### config.mk
export PLATFORM = sky130hd
export DESIGN_NAME = radix_string_converter_core
export DESIGN_NICKNAME = d
export VERILOG_FILES = /design/src/design/rsc_pkg.sv /design/src/design/rsc_divider.sv /design/src/design/rsc_field_fmt.sv /design/src/design/radix_string_converter_core.sv
export SDC_FILE = /design/constraint.sdc
export NUM_CORES = 1
export LEC_CHECK = 0
export ABC_CLOCK_PERIOD_IN_PS = 11900
export BUFFER_PORTS_ARGS = -buffer_cell sky130_fd_sc_hd__buf_2
export CORE_MARGIN = 10
export CORE_UTILIZATION = 60
export CTS_CLUSTER_DIAMETER = 80
export DETAILED_ROUTE_END_ITERATION = 6
export GPL_ROUTABILITY_DRIVEN = 0
export GPL_TIMING_DRIVEN = 0
export HOLD_SLACK_MARGIN = 0.02
export PLACE_DENSITY = 0.77
export SETUP_SLACK_MARGIN = 0.3
export SKIP_LAST_GASP = 1
export SLEW_MARGIN = 20
export SYNTH_ARGS = -nofsm -noshare
export SYNTH_HDL_FRONTEND = slang
export SYNTH_SLANG_ARGS = --single-unit
export TNS_END_PERCENT = 50
### constraint.sdc
create_clock -name clk -period 11.9 [get_ports clk]
set_clock_uncertainty 0.2 [all_clocks]
set_input_delay 1.19 -clock clk [delete_from_list [all_inputs] [get_ports clk]]
set_output_delay 1.19 -clock clk [all_outputs]
set_load 0.02 [all_outputs]
### src/design/rsc_pkg.sv
// rsc_pkg: shared types, constants and character helpers for the radix string converter
// depends on: nothing
package rsc_pkg;

    localparam int ACC_W   = 32;
    localparam int CNT_W   = 4;
    localparam int BASE_W  = 5;
    localparam int DIGIT_W = 4;
    localparam int CHAR_W  = 8;

    localparam logic [CHAR_W-1:0] CHAR_UPPER_A  = 8'd65;
    localparam logic [CHAR_W-1:0] CHAR_ZERO     = 8'd48;
    localparam logic [CHAR_W-1:0] CHAR_SPACE    = 8'd32;
    localparam logic [CHAR_W-1:0] CHAR_E        = 8'd69;
    localparam logic [CHAR_W-1:0] CHAR_R        = 8'd82;
    localparam logic [CHAR_W-1:0] CHAR_O        = 8'd79;
    localparam logic [CHAR_W-1:0] ALPHA_OFFSET  = 8'd55;
    localparam logic [BASE_W-1:0] BASE_MIN      = 5'd2;
    localparam logic [BASE_W-1:0] BASE_MAX      = 5'd16;

    typedef struct packed {
        logic [CHAR_W-1:0] digit_char;
        logic [BASE_W-1:0] from_base;
        logic [BASE_W-1:0] to_base;
        logic              last_digit;
    } in_beat_t;

    typedef struct packed {
        logic [CHAR_W-1:0] out_char;
        logic              last_char;
    } out_beat_t;

    typedef enum logic [1:0] {
        FMT_DIGITS,
        FMT_ZERO,
        FMT_ERROR
    } fmt_mode_t;

    typedef struct packed {
        fmt_mode_t        mode;
        logic [CNT_W-1:0] count;
        logic [CNT_W-1:0] tail;
    } fmt_ctl_t;

    typedef struct packed {
        logic               en;
        logic [CNT_W-1:0]   idx;
        logic [DIGIT_W-1:0] digit;
    } store_wr_t;

    function automatic logic [CHAR_W-1:0] digit_value(input logic [CHAR_W-1:0] c);
        logic [CHAR_W-1:0] v;
        if (c >= CHAR_UPPER_A)
            v = c - ALPHA_OFFSET;
        else
            v = c - CHAR_ZERO;
        return v;
    endfunction

    function automatic logic [CHAR_W-1:0] digit_ascii(input logic [DIGIT_W-1:0] d);
        logic [CHAR_W-1:0] c;
        if (d > 4'd9)
            c = CHAR_W'(d) + ALPHA_OFFSET;
        else
            c = CHAR_W'(d) + CHAR_ZERO;
        return c;
    endfunction

    // letters of the error word counted from the right edge of the field
    function automatic logic [CHAR_W-1:0] error_char(input logic [CNT_W-1:0] tail);
        logic [CHAR_W-1:0] c;
        case (tail)
            4'd0:    c = CHAR_R;
            4'd1:    c = CHAR_O;
            4'd2:    c = CHAR_R;
            4'd3:    c = CHAR_R;
            4'd4:    c = CHAR_E;
            default: c = CHAR_SPACE;
        endcase
        return c;
    endfunction

endpackage

### src/design/rsc_divider.sv
// rsc_divider: shared restoring divider, one quotient bit per cycle
// depends on: rsc_pkg
module rsc_divider
(
    input  logic                         clk,
    input  logic                         rst_n,
    input  logic                         start,
    input  logic [rsc_pkg::ACC_W-1:0]    dividend,
    input  logic [rsc_pkg::BASE_W-1:0]   divisor,
    output logic                         done,
    output logic [rsc_pkg::ACC_W-1:0]    quotient,
    output logic [rsc_pkg::BASE_W-1:0]   remainder
);

    localparam int STEP_W = $clog2(rsc_pkg::ACC_W);
    localparam logic [STEP_W-1:0] STEP_LAST = STEP_W'(rsc_pkg::ACC_W - 1);

    logic                         busy_reg, busy_next;
    logic                         done_reg, done_next;
    logic [STEP_W-1:0]            step_reg, step_next;
    logic [rsc_pkg::ACC_W-1:0]    quot_reg, quot_next;
    logic [rsc_pkg::BASE_W-1:0]   rem_reg, rem_next;
    logic [rsc_pkg::BASE_W:0]     trial;
    logic                         fits;

    always_comb
    begin
        trial     = {rem_reg, quot_reg[rsc_pkg::ACC_W-1]};
        fits      = trial >= {1'b0, divisor};
        busy_next = busy_reg;
        done_next = 1'b0;
        step_next = step_reg;
        quot_next = quot_reg;
        rem_next  = rem_reg;
        if (start)
        begin
            busy_next = 1'b1;
            step_next = '0;
            quot_next = dividend;
            rem_next  = '0;
        end
        else if (busy_reg)
        begin
            quot_next = {quot_reg[rsc_pkg::ACC_W-2:0], fits};
            if (fits)
                rem_next = rsc_pkg::BASE_W'(trial - {1'b0, divisor});
            else
                rem_next = trial[rsc_pkg::BASE_W-1:0];
            step_next = step_reg + STEP_W'(1);
            if (step_reg == STEP_LAST)
            begin
                busy_next = 1'b0;
                done_next = 1'b1;
            end
        end
    end

    always_ff @(posedge clk or negedge rst_n)
    begin
        if (!rst_n)
        begin
            busy_reg <= 1'b0;
            done_reg <= 1'b0;
            step_reg <= '0;
        end
        else
        begin
            busy_reg <= busy_next;
            done_reg <= done_next;
            step_reg <= step_next;
        end
    end

    always_ff @(posedge clk)
    begin
        quot_reg <= quot_next;
        rem_reg  <= rem_next;
    end

    assign done      = done_reg;
    assign quotient  = quot_reg;
    assign remainder = rem_reg;

endmodule

### src/design/rsc_field_fmt.sv
// rsc_field_fmt: output digit store and right-justified field character selection
// depends on: rsc_pkg
module rsc_field_fmt #(
    parameter int FIELD_WIDTH = 7
)
(
    input  logic                          clk,
    input  rsc_pkg::store_wr_t            wr,
    input  logic [rsc_pkg::CNT_W-1:0]     rd_idx,
    input  rsc_pkg::fmt_ctl_t             ctl,
    output logic [rsc_pkg::CHAR_W-1:0]    field_char
);

    localparam int IDX_W = (FIELD_WIDTH > 1) ? $clog2(FIELD_WIDTH) : 1;

    logic [rsc_pkg::DIGIT_W-1:0] store_mem [FIELD_WIDTH];
    logic [rsc_pkg::DIGIT_W-1:0] rd_digit_reg;

    // read address is the next tail so the digit lines up with ctl.tail
    always_ff @(posedge clk)
    begin
        if (wr.en)
            store_mem[wr.idx[IDX_W-1:0]] <= wr.digit;
        rd_digit_reg <= store_mem[rd_idx[IDX_W-1:0]];
    end

    always_comb
    begin
        case (ctl.mode)
            rsc_pkg::FMT_ERROR:
                field_char = rsc_pkg::error_char(ctl.tail);
            rsc_pkg::FMT_ZERO:
                field_char = (ctl.tail == '0) ? rsc_pkg::CHAR_ZERO : rsc_pkg::CHAR_SPACE;
            rsc_pkg::FMT_DIGITS:
                field_char = (ctl.tail < ctl.count) ? rsc_pkg::digit_ascii(rd_digit_reg)
                                                    : rsc_pkg::CHAR_SPACE;
            default:
                field_char = rsc_pkg::CHAR_SPACE;
        endcase
    end

endmodule

### src/design/radix_string_converter_core.sv
// radix_string_converter_core: digit string accumulator and radix converter, top level
// depends on: rsc_pkg, rsc_divider, rsc_field_fmt
//
//   channel | direction | payload            | handshake
//   in      | into core | rsc_pkg::in_beat_t  | in_valid / in_ready
//   out     | from core | rsc_pkg::out_beat_t | out_valid / out_ready
//
// a character that is not last costs one multiply-accumulate at accept
// a last character is converted by the shared bit-serial divider, one division per
// target digit with a check of the value before each, then FIELD_WIDTH beats go
// out at one per cycle while out_ready stays high
// reset clears accumulator, overflow flag, digit count and handshake state
// in_ready is low from a last character until its final beat is loaded
module radix_string_converter_core #(
    parameter int FIELD_WIDTH = 7
)
(
    input  logic                clk,
    input  logic                rst_n,
    input  logic                in_valid,
    output logic                in_ready,
    input  rsc_pkg::in_beat_t   in_beat,
    output logic                out_valid,
    input  logic                out_ready,
    output rsc_pkg::out_beat_t  out_beat
);

    localparam logic [rsc_pkg::CNT_W-1:0] FW_CNT   = rsc_pkg::CNT_W'(FIELD_WIDTH);
    localparam logic [rsc_pkg::CNT_W-1:0] TAIL_TOP = rsc_pkg::CNT_W'(FIELD_WIDTH - 1);

    typedef enum logic [3:0] {
        ST_IDLE  = 4'b0001,
        ST_CHECK = 4'b0010,
        ST_DIV   = 4'b0100,
        ST_EMIT  = 4'b1000
    } state_t;

    state_t                         state_reg, state_next;
    logic [rsc_pkg::ACC_W-1:0]      acc_reg, acc_next;
    logic                           ovf_reg, ovf_next;
    logic                           err_reg, err_next;
    logic [rsc_pkg::ACC_W-1:0]      value_reg, value_next;
    logic [rsc_pkg::BASE_W-1:0]     to_base_reg, to_base_next;
    logic [rsc_pkg::CNT_W-1:0]      count_reg, count_next;
    logic [rsc_pkg::CNT_W-1:0]      tail_reg, tail_next;
    rsc_pkg::fmt_mode_t             mode_reg, mode_next;
    logic                           out_valid_reg, out_valid_next;
    rsc_pkg::out_beat_t             out_beat_reg, out_beat_next;

    logic                           in_fire;
    logic                           emit_load;
    logic [rsc_pkg::ACC_W+4:0]      mac_prod;
    logic [rsc_pkg::ACC_W+5:0]      mac_sum;
    logic                           mac_ovf;
    logic                           base_bad;
    logic                           div_start;
    logic                           div_done;
    logic [rsc_pkg::ACC_W-1:0]      div_quot;
    logic [rsc_pkg::BASE_W-1:0]     div_rem;
    rsc_pkg::store_wr_t             store_wr;
    rsc_pkg::fmt_ctl_t              fmt_ctl;
    logic [rsc_pkg::CHAR_W-1:0]     field_char;

    assign in_ready  = (state_reg == ST_IDLE);
    assign in_fire   = in_valid && in_ready;
    assign emit_load = (state_reg == ST_EMIT) && (!out_valid_reg || out_ready);

    assign mac_prod = (rsc_pkg::ACC_W+5)'(acc_reg) * (rsc_pkg::ACC_W+5)'(in_beat.from_base);
    assign mac_sum  = (rsc_pkg::ACC_W+6)'(mac_prod)
                    + (rsc_pkg::ACC_W+6)'(rsc_pkg::digit_value(in_beat.digit_char));
    assign mac_ovf  = |mac_sum[rsc_pkg::ACC_W+5:rsc_pkg::ACC_W];

    assign base_bad = (to_base_reg < rsc_pkg::BASE_MIN) || (to_base_reg > rsc_pkg::BASE_MAX);

    always_comb
    begin
        state_next     = state_reg;
        acc_next       = acc_reg;
        ovf_next       = ovf_reg;
        err_next       = err_reg;
        value_next     = value_reg;
        to_base_next   = to_base_reg;
        count_next     = count_reg;
        tail_next      = tail_reg;
        mode_next      = mode_reg;
        out_valid_next = out_valid_reg;
        out_beat_next  = out_beat_reg;
        div_start      = 1'b0;
        store_wr       = '0;

        if (out_valid_reg && out_ready)
            out_valid_next = 1'b0;

        case (state_reg)
            ST_IDLE:
            begin
                if (in_fire)
                begin
                    if (in_beat.last_digit)
                    begin
                        value_next   = mac_sum[rsc_pkg::ACC_W-1:0];
                        err_next     = ovf_reg || mac_ovf;
                        to_base_next = in_beat.to_base;
                        acc_next     = '0;
                        ovf_next     = 1'b0;
                        count_next   = '0;
                        state_next   = ST_CHECK;
                    end
                    else
                    begin
                        acc_next = mac_sum[rsc_pkg::ACC_W-1:0];
                        ovf_next = ovf_reg || mac_ovf;
                    end
                end
            end
            ST_CHECK:
            begin
                tail_next = TAIL_TOP;
                if (err_reg || base_bad)
                begin
                    mode_next  = rsc_pkg::FMT_ERROR;
                    state_next = ST_EMIT;
                end
                else if (value_reg == '0)
                begin
                    mode_next  = (count_reg == '0) ? rsc_pkg::FMT_ZERO : rsc_pkg::FMT_DIGITS;
                    state_next = ST_EMIT;
                end
                else if (count_reg >= FW_CNT)
                begin
                    mode_next  = rsc_pkg::FMT_ERROR;
                    state_next = ST_EMIT;
                end
                else
                begin
                    div_start  = 1'b1;
                    state_next = ST_DIV;
                end
            end
            ST_DIV:
            begin
                if (div_done)
                begin
                    store_wr.en    = 1'b1;
                    store_wr.idx   = count_reg;
                    store_wr.digit = div_rem[rsc_pkg::DIGIT_W-1:0];
                    value_next     = div_quot;
                    count_next     = count_reg + rsc_pkg::CNT_W'(1);
                    state_next     = ST_CHECK;
                end
            end
            ST_EMIT:
            begin
                if (emit_load)
                begin
                    out_valid_next          = 1'b1;
                    out_beat_next.out_char  = field_char;
                    out_beat_next.last_char = (tail_reg == '0);
                    tail_next               = tail_reg - rsc_pkg::CNT_W'(1);
                    if (tail_reg == '0)
                        state_next = ST_IDLE;
                end
            end
            default:
            begin
                state_next = ST_IDLE;
            end
        endcase
    end

    always_ff @(posedge clk or negedge rst_n)
    begin
        if (!rst_n)
        begin
            state_reg     <= ST_IDLE;
            acc_reg       <= '0;
            ovf_reg       <= 1'b0;
            err_reg       <= 1'b0;
            count_reg     <= '0;
            tail_reg      <= '0;
            mode_reg      <= rsc_pkg::FMT_ZERO;
            out_valid_reg <= 1'b0;
        end
        else
        begin
            state_reg     <= state_next;
            acc_reg       <= acc_next;
            ovf_reg       <= ovf_next;
            err_reg       <= err_next;
            count_reg     <= count_next;
            tail_reg      <= tail_next;
            mode_reg      <= mode_next;
            out_valid_reg <= out_valid_next;
        end
    end

    always_ff @(posedge clk)
    begin
        value_reg    <= value_next;
        to_base_reg  <= to_base_next;
        out_beat_reg <= out_beat_next;
    end

    rsc_divider u_divider (
        .clk       (clk),
        .rst_n     (rst_n),
        .start     (div_start),
        .dividend  (value_reg),
        .divisor   (to_base_reg),
        .done      (div_done),
        .quotient  (div_quot),
        .remainder (div_rem)
    );

    assign fmt_ctl.mode  = mode_reg;
    assign fmt_ctl.count = count_reg;
    assign fmt_ctl.tail  = tail_reg;

    rsc_field_fmt #(
        .FIELD_WIDTH (FIELD_WIDTH)
    ) u_field_fmt (
        .clk        (clk),
        .wr         (store_wr),
        .rd_idx     (tail_next),
        .ctl        (fmt_ctl),
        .field_char (field_char)
    );

    assign out_valid = out_valid_reg;
    assign out_beat  = out_beat_reg;

    a_div_in_range: assert property (@(posedge clk) disable iff (!rst_n)
        (state_reg == ST_DIV) |-> (count_reg < FW_CNT))
        else $error("digit index beyond field");

    a_done_in_div: assert property (@(posedge clk) disable iff (!rst_n)
        div_done |-> (state_reg == ST_DIV))
        else $error("divider finished outside a division");

    a_last_clears: assert property (@(posedge clk) disable iff (!rst_n)
        (in_fire && in_beat.last_digit) |=> (state_reg == ST_CHECK && acc_reg == '0
                                             && !ovf_reg && count_reg == '0))
        else $error("number state not cleared on last character");

    a_digits_nonempty: assert property (@(posedge clk) disable iff (!rst_n)
        (state_reg == ST_EMIT && mode_reg == rsc_pkg::FMT_DIGITS) |-> (count_reg != '0))
        else $error("digit field with no digits");

endmodule

==> flow_summary.json, run 1 <==
{
  "htree_levels": 4,
  "cp.required_ns": 11.88,
  "slew_headroom_pct": 45.6,
  "synth_top_area_cell": "edfxtp_1",
  "crit_type": "in2reg",
  "drive_above_1_share_pct": 8.95,
  "reg2regPathDepth": 17,
  "hold_depth": 2,
  "hold_path_class": "reg2reg",
  "viasPerCell": 5.95,
  "synthesis.area_sq_um": 13200,
  "critPathLaunchType": "input port",
  "synth_xor_area_share_pct": 2.92,
  "synthTopCellsByCount": "nand2_1, inv_1, edfxtp_1, fa_1, o21ai_0",
  "netlist_top_cells_area": "edfxtp_1, fa_1, dfrtp_1",
  "hold_violations": 0,
  "first_pass_iters": 6,
  "synth-edff-count": 105,
  "min_from": "u_divider.remainder[4]$_SDFFE_PP0P_",
  "track_usage_pct": 22.3,
  "syn-mean-instance-area_sq_um": 9.90,
  "critical-path-max-stage-delay_ns": 0.58,
  "synth_nets": 1550,
  "critPathMostFrequentCell": "inv_1",
  "clk_latency_ns": 0.44,
  "cts_tree": "yes",
  "hold_end": "u_divider.remainder[4]$_SDFFE_PP0P_",
  "wirelength_mm": 31.1,
  "r2r_start": "acc_reg[4]$_DFFE_PN0P_",
  "synth_most_common_cell": "nand2_1",
  "wl_per_cell_um": 18.6,
  "die_area_sq_um": 28300,
  "num_vias": 9981,
  "reg2reg_to": "value_reg[28]$_DFFE_PP_",
  "seq_area_frac_synth_pct": 35.9,
  "dp_hpwl_mm": 23.9,
  "drtAntennaViolNets": 0,
  "crit_fanout": 7,
  "end_kind": "flop",
  "pwr_density_cell_nw_per_um2": 223,
  "first_iter_violations": 975,
  "fin_tns_setup_ns": 0,
  "postCtsHoldBufs": 0,
  "finalMaxSlewViolations": 0,
  "fmax_mhz": 140,
  "rsz0062_at_grt": "false",
  "yosysWarnings": 0,
  "final_area_sq_um": 14300,
  "nets": 1602,
  "async_reset_ff_share_pct": 32.9,
  "status": "completed",
  "ys.flop_type": "edfxtp_1",
  "core-area_sq_um": 21800,
  "start_util_pct": 60.6,
  "synth_top_area_share_pct": 23.9,
  "synth_top_family_by_area": "adder cells",
  "finalCritPeriodShare_pct": 59.9,
  "synthSimpleGateAreaFrac_pct": 16.3,
  "grt_max_degree": 57,
  "grt_overflow_total": 0,
  "portBuffers": 32,
  "antenna_found_initial": 0,
  "cts.sinks": 170,
  "maxCapViolations": 0,
  "worst_pin_slew_ns": 0.815,
  "drc": 0,
  "setup_viol": 0,
  "worstPathArrival_ns": 7.11,
  "r2r_slack_ns": 6.37,
  "cpMaxStageDelayCell": "o41ai_2",
  "postCtsResizedCells": 0,
  "muxShareOfSynthArea_pct": 4.63,
  "rows": 54,
  "die_y_um": 168,
  "die_w_um": 168,
  "grt_pass1_wl_mm": 51.6,
  "synth_fa_ha_area_share_pct": 24.1,
  "clk_pin_slew_ns": 0.07,
  "dpl_cell_area_sq_um": 13700,
  "n_antenna_cell": 0,
  "numCtsBuffers": 17,
  "synth_cell_types": 77,
  "ios": 34,
  "synth_compound_area_share_pct": 10.8,
  "area_delta_synth_final_pct": 8.50,
  "vdd_drop_max_uv": 126,
  "first_global_vias": 9981,
  "p_leak_nw": 6.36,
  "post_cts_buffers": 0,
  "synth_cells": 1332,
  "layout_min_cycle_time_ns": 7.13,
  "cts_buffer_depth": 2,
  "cts_root_buffer": "clkbuf_16",
  "yosys_register_bits": 170
}
[cell families (layout without fill, tap and decap cells)]
family / count (synthesis) / after routing
AND/OR/NAND/NOR: 451 / 451
AO/OA/AOI/OAI: 234 / 234
adder cells (fa/ha/maj): 195 / 195
buffers and inverters: 181 / 246
flip-flops: 170 / 170
multiplexers: 56 / 56
XOR/XNOR: 44 / 44
other: 1 / 1
[worst max-delay path by stage]
| stage | from | endpoint | slack, ns | cells after the start |
|---|---|---|---|---|
| floorplan | in_beat[12] | value_reg[24]$_DFFE_PP_ | 5.46 | 24 |
| detailed placement | in_beat[12] | value_reg[28]$_DFFE_PP_ | 4.43 | 25 |
| global placement | in_beat[12] | value_reg[28]$_DFFE_PP_ | 4.52 | 25 |
| CTS | in_beat[12] | value_reg[28]$_DFFE_PP_ | 4.85 | 25 |
| finish | in_beat[12] | value_reg[28]$_DFFE_PP_ | 4.77 | 25 |
| global route | in_beat[12] | value_reg[28]$_DFFE_PP_ | 4.38 | 25 |
[cells in the final DEF (no fill, tap or decap), drive strengths merged, types with 10 or more instances in the layout]
cell and instances:
a21oi 60, and2 91, nand2 212, ha 96
nand4 12, xnor2 28, mux2 37, nand2b 10
edfxtp 105, dfrtp 54, nor3 15, nor2 54
a21o 11, nor4 11, buf 43, fa 99
inv 142, clkbuf 53, mux2i 19, o21ai 100
nand3 15, xor2 16
[metal layers]
layer	GRT usage [%]	up-vias	wire, um	part of all wire [%]
met1	30.0	4904	13600	44
met3	4.19	53	2220	7.1
met4	6.32	0	635	2.0
met5	0	-	0	0
li1	-	4635	-	-
met2	36.1	389	14600	47
[power by group]
| part | switching, mW | internal [mW] |
|---|---|---|
| clock network | 0.265 | 0.280 |
| registers | 0.149 | 0.866 |
| logic | 0.998 | 0.635 |
[final cells by class]
cell class                      count  area (sq um)
Sequential cell                   170          4740
Multi-Input combinational cell    981          7760
Timing Repair Buffer               33           190
Clock inverter                     15           153
Inverter                          135           507
Clock buffer                       17           425
Buffer                             46           186
Tap cell                          280           350
Fill cell                        1730          7440
[worst max-delay path, delay by kind of cell]
family	cells	cell delay, ns
adder cells (fa/ha/maj)	5	2.03
XOR/XNOR	2	0.47
buffers and inverters	5	0.34
AND/OR/NAND/NOR	3	0.40
AO/OA/AOI/OAI	10	2.67
[through the flow]
stage / power, mW / hold WS [ns] / std cells / setup slack (ns) / utilization (%)
floorplan: 2.19 / 0.246 / 1332 / 5.46 / -
global placement: 2.56 / 0.262 / 1644 / 4.52 / 63.0
detailed placement: 2.62 / 0.271 / 1645 / 4.43 / 63.1
CTS: 3.18 / 0.284 / 1677 / 4.85 / 65.8
global route: 3.45 / 0.305 / 1677 / 4.38 / 65.8
finish: 3.19 / 0.285 / 1677 / 4.77 / 65.8
No activity file was read; power rests on OpenSTA's default activity.
==> run 2: changes to the inputs <==
Settings changed: ABC_AREA set to 1, ABC_CLOCK_PERIOD_IN_PS 11900 to 5850, CORE_UTILIZATION 60 to 58, PLACE_DENSITY 0.77 to 0.78.
Clock period 11.9 ns to 5.85 ns, I/O delays scaled along.
==> flow_summary.json, run 2 <==
{
  "final_common_cell": "nand2_1",
  "hold_path_class": "in2async",
  "grt_pass1_wl_mm": 56.3,
  "cts_root_buffer": "clkbuf_16",
  "clk_latency_ns": 0.44,
  "p_leak_nw": 8.04,
  "slew_headroom_pct": 36.9,
  "antenna_found_initial": 0,
  "cts_buffer_depth": 2,
  "dp_hpwl_mm": 26.5,
  "die_y_um": 174,
  "wl_per_cell_um": 16.5,
  "drc": 0,
  "async_reset_ff_share_pct": 32.9,
  "status": "completed",
  "grt_max_degree": 57,
  "numCtsBuffers": 17,
  "cts.sinks": 170,
  "hold-worst-slack_ns": 0.0397,
  "first_pass_iters": 6,
  "syn-mean-instance-area_sq_um": 8.18,
  "register_area_sq_um": 4740,
  "track_usage_pct": 22.7,
  "final_area_sq_um": 15000,
  "maxCapViolations": 0,
  "vdd_drop_max_uv": 287,
  "pwr_density_cell_nw_per_um2": 517,
  "layout_min_cycle_time_ns": 5.30,
  "first_iter_violations": 1094,
  "synth_cell_types": 54,
  "placedCellCount": 2036,
  "seq_area_frac_synth_pct": 34.4,
  "final_cells": 2069,
  "cp.required_ns": 5.83,
  "start_util_pct": 58.9,
  "area_delta_synth_final_pct": 9.06,
  "dpl_cell_area_sq_um": 14400,
  "num_vias": 11300,
  "die_area_sq_um": 30300,
  "worstPathArrival_ns": 5.27,
  "hold_violations": 0,
  "p_total_mw": 7.76,
  "end_kind": "flop",
  "multiInputGateArea_sq_um": 7640,
  "yosys_register_bits": 170,
  "finalMaxSlewViolations": 0,
  "grt_overflow_total": 0,
  "cts_tree": "yes",
  "drive_above_1_share_pct": 6.80,
  "postCtsHoldBufs": 0,
  "ios": 34,
  "drtAntennaViolNets": 0,
  "htree_levels": 4,
  "portBuffers": 32,
  "ys.flop_type": "edfxtp_1",
  "fmax_mhz": 189,
  "critPathLaunchType": "input port",
  "synthesis.area_sq_um": 13800,
  "clk_pin_slew_ns": 0.07,
  "nets": 1955,
  "rsz0062_at_grt": "true",
  "n_fill_cell": 1982,
  "crit_fanout": 6,
  "mostFrequentLayoutCells": "nand2_1, inv_1, nor2_1, edfxtp_1, fa_1",
  "die_w_um": 174,
  "core-area_sq_um": 23400,
  "synth_nets": 1902,
  "netlist_top_cells_area": "edfxtp_1, fa_1, nand2_1",
  "n_antenna_cell": 0,
  "first_global_vias": 11400,
  "viasPerCell": 5.47,
  "rows": 56,
  "wirelength_mm": 34.1,
  "synthTopCellsByCount": "nand2_1, inv_1, edfxtp_1, nor2_1, fa_1",
  "finalCritPeriodShare_pct": 90.5,
  "yosysWarnings": 0,
  "synth-edff-count": 105,
  "setup_viol": 0,
  "synth_top_area_share_pct": 22.9,
  "crit_type": "in2reg",
  "synth_cells": 1684,
  "worst_pin_slew_ns": 0.947,
  "synth_top_area_cell": "edfxtp_1",
  "synth_most_common_cell": "nand2_1"
}
==> run 2: cell type report <==
type	count	share of cell area, %
Inverter	337	8.43
Buffer	38	1.23
Clock inverter	13	0.916
Sequential cell	170	31.5
Timing Repair Buffer	34	1.27
Clock buffer	19	3.16
Tap cell	319	2.66
Multi-Input combinational cell	1139	50.8
==> run 2: final timing paths <==
check / from / endpoint / slack (ns) / depth (start not counted)
min reg2reg: mode_reg[0]$_DFFE_PN1P_ / mode_reg[0]$_DFFE_PN1P_ / 0.30 / 2
max: in_beat[12] / value_reg[31]$_DFFE_PP_ / 0.55 / 28
min in group clk: in_beat[2] / to_base_reg[1]$_DFFE_PP_ / 0.12 / 1
max in group asynchronous: rst_n / u_divider.step_reg[4]$_DFFE_PN0P_ / 4.89 / 1
max reg2reg: acc_reg[16]$_DFFE_PN0P_ / value_reg[29]$_DFFE_PP_ / 1.05 / 18
min: rst_n / acc_reg[7]$_DFFE_PN0P_ / 0.04 / 1
==> run 2: per-stage QoR <==
step	setup slack (ns)	util (%)	TNS, ns
detailed placement	-0.289	61.4	-1.26
global route	0.244	64.2	0
global placement	-0.0756	61.3	-0.127
finish	0.553	64.2	0
CTS	0.357	64.0	0
floorplan	0.699	-	0
==> run 2: report_power, final <==
part	switching, mW	internal [mW]	total (mW)	leakage [nW]
clock	0.547	0.619	1.17	0.297
sequential	0.342	1.93	2.27	1.88
combinational	2.80	1.52	4.33	5.86
==> run 2: routing by layer <==
layer  wire length (um)  GRT usage (%)  share of wire [%]  up-vias
li1                   -              -                  -     5393
met1              14600           29.2                 43     5438
met2              16100           37.3                 47      398
met3               2220           3.97                6.5       87
met4               1130           8.66                3.3        0
met5                  0              0                  0        -
==> run 2: critical path: stages <==
cell and delay (ns):
buf_2 0.11, inv_1 0.07, ha_1 0.18, nand3b_1 0.16, a21boi_0 0.24, o21ai_2 0.15, nand3_1 0.15, nand2_1 0.08
xor2_1 0.17, fa_1 0.50, inv_1 0.05, fa_1 0.47, inv_1 0.06, fa_1 0.54, inv_1 0.04, ha_1 0.35
nand2_1 0.14, inv_1 0.07, nand2_1 0.07, nand2_1 0.05, nand2_1 0.06, nand3_1 0.16, nand2_1 0.11, inv_1 0.05
o21ai_0 0.31, nand3_1 0.15, nand3_1 0.11, o21ai_0 0.09
==> run 2: cell families after synthesis <==
group / Yosys count / share of synthesized area (%)
fa+ha+maj: 195 / 23.1
flops: 170 / 34.4
simple gates: 700 / 21.1
compound gates: 209 / 8.73
other cells: 1 / 0.0272
xor+xnor: 34 / 2.16
buf+inv: 375 / 10.5
==> run 2: timing repair <==
item	4_1_cts	5_1_grt
pin swaps	0	5
gates resized for setup	1	7
buffers inserted	0	1
setup endpoints to repair	3	15
